## src/hw/rtl/assert_macros.svh

```systemverilog
// ----------------------------------------------------------------------------
// assert_macros.svh
// concurrent assertion helpers for the rtl
// ----------------------------------------------------------------------------
`ifndef ASSERT_MACROS_SVH
`define ASSERT_MACROS_SVH

// check on every rising edge outside reset
`define MTDR_ASSERT(lbl, clk, rstn, prop) \
    lbl: assert property (@(posedge clk) disable iff (!rstn) prop) \
        else $error("mtdr assertion failed");

// check on every rising edge, reset included
`define MTDR_ASSERT_RST(lbl, clk, prop) \
    lbl: assert property (@(posedge clk) prop) \
        else $error("mtdr reset assertion failed");

`endif

```

## src/hw/rtl/mtdr_pkg.sv

```systemverilog
// ----------------------------------------------------------------------------
// mtdr_pkg
// shared constants, tap tables and types of the multi-tap delay block
// ----------------------------------------------------------------------------
`timescale 1ns / 1ps
`default_nettype none

package mtdr_pkg;

    localparam int RING_DEPTH = 4096;
    localparam int SAMPLE_W   = 16;
    localparam int ADDR_W     = $clog2(RING_DEPTH);
    localparam int NUM_TAPS   = 5;
    localparam int TAP_W      = 3;
    localparam int GAIN_W     = 16;
    localparam int FRAC_W     = 16;

    // shared multiplier: signed 20 x signed 17
    localparam int MUL_A_W    = 20;
    localparam int MUL_B_W    = 17;
    localparam int PROD_W     = MUL_A_W + MUL_B_W;
    localparam int HI_W       = MUL_A_W - 1;

    // 1/4.95 in q0.16
    localparam int SCALE_Q16  = 13240;

    // sequencer steps
    localparam int STEP_W     = 4;
    localparam int LAST_TAP   = NUM_TAPS - 1;
    localparam int LO_STEP    = NUM_TAPS + 1;
    localparam int HI_STEP    = NUM_TAPS + 2;
    localparam int LAST_STEP  = NUM_TAPS + 3;

    typedef struct packed {
        logic load;
        logic add;
        logic rnd;
    } mac_ctl_t;

    // tap gains, unsigned q0.16
    function automatic logic [GAIN_W-1:0] tap_gain(input logic [TAP_W-1:0] k);
        logic [GAIN_W-1:0] g;
        case (k)
            3'd0:    g = GAIN_W'(54395);
            3'd1:    g = GAIN_W'(53084);
            3'd2:    g = GAIN_W'(51773);
            3'd3:    g = GAIN_W'(50463);
            3'd4:    g = GAIN_W'(49152);
            default: g = '0;
        endcase
        return g;
    endfunction

    // tap delays in samples
    function automatic logic [ADDR_W-1:0] tap_offset(input logic [TAP_W-1:0] k);
        logic [ADDR_W-1:0] o;
        case (k)
            3'd0:    o = ADDR_W'(1600);
            3'd1:    o = ADDR_W'(1792);
            3'd2:    o = ADDR_W'(1952);
            3'd3:    o = ADDR_W'(2176);
            3'd4:    o = ADDR_W'(2304);
            default: o = '0;
        endcase
        return o;
    endfunction

endpackage

`default_nettype wire

```

## src/hw/rtl/mtdr_mac.sv

```systemverilog
// ----------------------------------------------------------------------------
// mtdr_mac
// shared multiplier with a registered product and an accumulator
// ----------------------------------------------------------------------------
`timescale 1ns / 1ps
`default_nettype none

module mtdr_mac (
    input  wire logic                               clk,
    input  wire mtdr_pkg::mac_ctl_t                 ctl,
    input  wire logic signed [mtdr_pkg::MUL_A_W-1:0] op_a,
    input  wire logic signed [mtdr_pkg::MUL_B_W-1:0] op_b,
    input  wire logic signed [mtdr_pkg::PROD_W-1:0]  init,
    output logic signed      [mtdr_pkg::PROD_W-1:0]  prod,
    output logic signed      [mtdr_pkg::PROD_W-1:0]  acc
);

    localparam logic signed [mtdr_pkg::PROD_W-1:0] HALF =
        mtdr_pkg::PROD_W'(64'sd1 <<< (2 * mtdr_pkg::FRAC_W - 1));

    logic signed [mtdr_pkg::PROD_W-1:0] prod_reg;
    logic signed [mtdr_pkg::PROD_W-1:0] prod_next;
    logic signed [mtdr_pkg::PROD_W-1:0] acc_reg;
    logic signed [mtdr_pkg::PROD_W-1:0] acc_next;

    always_comb
    begin
        prod_next = op_a * op_b;
        acc_next  = acc_reg;
        if (ctl.load)
        begin
            acc_next = init;
        end
        else if (ctl.add)
        begin
            acc_next = acc_reg + prod_reg;
        end
        else if (ctl.rnd)
        begin
            // add half of the final integer step to the low partial product, bring it to q16
            acc_next = (prod_reg + HALF) >>> mtdr_pkg::FRAC_W;
        end
    end

    always_ff @(posedge clk)
    begin
        prod_reg <= prod_next;
        acc_reg  <= acc_next;
    end

    assign prod = prod_reg;
    assign acc  = acc_reg;

endmodule

`default_nettype wire

```

## config.mk

```make
export PLATFORM = sky130hd
export DESIGN_NAME = mtdr_mac
export DESIGN_NICKNAME = d
export VERILOG_FILES = /design/src/hw/rtl/assert_macros.svh /design/src/hw/rtl/mtdr_pkg.sv /design/src/hw/rtl/mtdr_mac.sv
export SDC_FILE = /design/constraint.sdc
export NUM_CORES = 1
export LEC_CHECK = 0
export ABC_CLOCK_PERIOD_IN_PS = 6500
export BUFFER_PORTS_ARGS = -buffer_cell sky130_fd_sc_hd__buf_2
export CAP_MARGIN = 40
export CORE_MARGIN = 2
export CORE_UTILIZATION = 45
export DETAILED_ROUTE_END_ITERATION = 8
export GPL_TIMING_DRIVEN = 0
export HOLD_SLACK_MARGIN = 0.15
export PLACE_DENSITY = 0.66
export SKIP_LAST_GASP = 1
export SYNTH_ARGS = -nofsm -noshare
export SYNTH_HDL_FRONTEND = slang
export SYNTH_SLANG_ARGS = --single-unit
```

## constraint.sdc

```tcl
create_clock -name clk -period 6.5 [get_ports clk]
set_input_delay 0.325 -clock clk [delete_from_list [all_inputs] [get_ports clk]]
set_output_delay 0.325 -clock clk [all_outputs]
set_load 0.02 [all_outputs]
```

==> results.py <==
metrics = {
    "run_status": {
        "status": "completed",
    },
    "place": {
        "portBuffers": 135,
        "hpwl_mm": 40.6,
        "pre_cts_ws_ns": -0.431,
        "dpl_cell_area_um2": 18200,
        "place.gp.congestion": 0.928,
    },
    "timing": {
        "hold_violations": 0,
        "finalCritPeriodShare_pct": 96.9,
        "worst_slew_pin_slew_ns": 0.940,
        "setup_slack_ns": 0.205,
        "slew_headroom_pct": 37.3,
        "rsz0062_at_grt": "no",
        "skew_ns": 0.0139,
        "period_needed_ns": 6.30,
        "clock.fmax_mhz": 159,
        "finalSetupViolations": 0,
        "slew_violations": 0,
        "setup_tns_ns": 0,
    },
    "clocking": {
        "clockBufferDepth": 2,
        "clock-root-buffer": "clkbuf_16",
        "htree_levels": 3,
        "clk_pin_slew_ns": 0.07,
        "clk_latency_ns": 0.35,
        "hold_buffers": 0,
        "cts.sinks": 74,
        "cts_made_buffers": 9,
        "cts_tree": "built",
    },
    "grt": {
        "grt.total_usage_pct": 25.4,
        "antenna_found_initial": 1,
        "grt_max_degree": 30,
        "grt_pass1_vias": 14500,
        "overflow": 0,
        "grt_pass1_wl_mm": 75.9,
    },
    "synthesis": {
        "syn_area_um2": 16900,
        "synth-edff-count": 37,
        "yosysWarnings": 0,
        "synth_top_area_share_pct": 40.5,
        "synthTopCellsByArea": "fa_1 41%, ha_1 9.5%, inv_1 8.2%",
        "synth.ff_latch_count": 74,
        "syn_avg_cell_area_um2": 9.17,
        "synthDistinctLibCells": 69,
        "synth_top_cell_by_area": "fa_1",
        "async_flop_share_pct": 0,
        "ys_seq_area_share_pct": 11.0,
        "postSynthCellCount": 1843,
        "syn_nets": 2391,
        "ys.flop_type": "edfxtp_1",
    },
    "worst_setup_path": {
        "cpMostUsedCell": "fa_1",
        "rrSetupSlack_ns": 3.31,
        "criticalPathCategory": "in -> reg",
        "cp_max_fo": 10,
        "crit_path_start_kind": "primary input",
        "cp-end-kind": "flop",
        "path_cells": "buf_2 > clkbuf_2 > nand2_1 > fa_1 > fa_1 > fa_1 > inv_1 > fa_1 > fa_1 > inv_1 > fa_1 > inv_1 > ha_1 > a21oi_1 > o21ai_0 > a221o_1 > a211oi_2 > o21ai_1 > a221o_1 > or4_1 > nand3_1",
        "crit_slowest_cell": "fa_1",
        "worst_path_largest_cell_delay_ns": 0.54,
        "worstPathRequired_ns": 6.77,
        "cp_data_arrival_time_ns": 6.57,
    },
    "floorplanning": {
        "die_x_um": 198,
        "die_area_um2": 39100,
        "rows": 70,
        "core_area_um2": 36800,
        "pin_count": 152,
        "start_util_pct": 46.0,
        "fp.dieH_um": 198,
    },
    "finish": {
        "finalInstanceArea_um2": 18500,
        "fillCellCount": 3567,
        "area_growth_syn_to_layout_pct": 9.52,
        "layout-drive-gt1-share_pct": 9.59,
        "fin_nets": 2535,
    },
    "hold_path": {
        "hold_path_class": "in -> reg",
    },
    "run": {
        "max_cap_violations": 0,
    },
    "drt": {
        "wire_per_inst_um": 19.3,
        "ant_nets": 0,
        "drt_iter0_drc": 883,
        "vias_per_cell": 5.54,
        "vias": 13600,
        "routed_wirelength_mm": 47.5,
        "drt_pass1_iterations": 5,
        "drc": 0,
    },
}
[through the flow]
| stage | utilization (%) | hold WS (ns) | cells |
|---|---|---|---|
| after floorplan | - | 0.452 | 1843 |
| after global placement | 49.4 | 0.608 | 2446 |
| after detailed placement | 49.4 | 0.615 | 2447 |
| after CTS | 50.2 | 0.256 | 2461 |
| after global routing | 50.3 | 0.268 | 2460 |
| final | 50.3 | 0.262 | 2461 |
[worst paths after layout]
path / to / start / cells past startpoint
setup / recovery: prod[33]$_DFF_P_ / op_a[13] / 21
hold / removal: acc[6]$_DFFE_PP_ / init[6] / 3
setup reg to reg: acc[24]$_DFFE_PP_ / acc[0]$_DFFE_PP_ / 11
hold reg to reg: acc[10]$_DFFE_PP_ / prod[26]$_DFF_P_ / 2
[cell usage after synthesis, types with 19 or more instances]
library cell and count:
a21oi_1 66, and2_1 173, clkbuf_1 62, dfxtp_1 37, edfxtp_1 37, fa_1 342, ha_1 128, inv_1 371
nand2_1 208, nand3_1 20, nor2_1 51, o21ai_0 54, xnor2_1 39, xor2_1 19
[area by class of cell]
class / instances / area (um2) / area share, %
multi-input combinational: 1332 / 13400 / 72.5
sequential: 74 / 1850 / 10.0
inverter: 372 / 1400 / 7.56
timing repair buffer: 139 / 718 / 3.88
tap: 468 / 586 / 3.16
buffer: 59 / 251 / 1.36
clock buffer: 9 / 225 / 1.22
clock inverter: 7 / 57.6 / 0.311
antenna: 1 / 2.50 / 0.0135
[layer usage]
metal	track usage (%)	vias to the layer above	part of all wire (%)
met3	3.19	102	5.7
met2	45.3	461	50
met1	31.6	7011	40
li1	-	6071	-
met4	9.36	0	3.9
met5	0	-	0
[placed cells by master (no fill, tap or decap), drive strengths merged, types with 4 or more instances in the layout]
cell type / Yosys / routed
o21ai: 70 / 70
a211oi: 15 / 15
xor2: 19 / 19
ha: 128 / 128
mux2i: 6 / 6
o21bai: 9 / 9
and2: 173 / 173
xnor2: 39 / 39
fa: 342 / 342
a2111oi: 4 / 4
nand3: 20 / 20
a31oi: 15 / 15
a21o: 17 / 17
or2: 4 / 4
a2bb2oi: 4 / 4
nor4: 4 / 4
a21oi: 67 / 67
nor2b: 9 / 9
a211o: 7 / 7
nand2: 208 / 208
a21boi: 6 / 6
nor2: 51 / 51
nand4: 6 / 6
edfxtp: 37 / 37
buf: 3 / 142
o21a: 8 / 8
inv: 371 / 376
or3: 13 / 13
dfxtp: 37 / 37
nor3: 15 / 15
o311ai: 4 / 4
and4: 5 / 5
clkbuf: 62 / 65
nand2b: 12 / 12
and3: 15 / 15
[critical path, delay by kind of cell]
kind | cells | cell delay, ns
adders and majority gates | 7 | 3.41
AOI/OAI and AO/OA | 6 | 1.48
buffers and inverters | 5 | 0.73
and+or+nand+nor | 3 | 0.63
[logic make-up after synthesis]
group           after synthesis  synth area share [%]
mux                           6                 0.355
compound gates              259                  10.0
xor+xnor                     58                  3.01
fa+ha+maj                   470                  50.0
flops                        74                  11.0
buf+inv                     437                  9.70
simple gates                539                  16.0
[timing repair]
action | 4_1_cts | 5_1_grt
resized for setup | 1 | 45
gates cloned | 0 | 0
endpoints found under the setup margin | 2 | 10
buffers inserted | 0 | 3
Power is not shown: default switching activity piles up to over one toggle a cycle in this logic, so the estimate is an artifact.
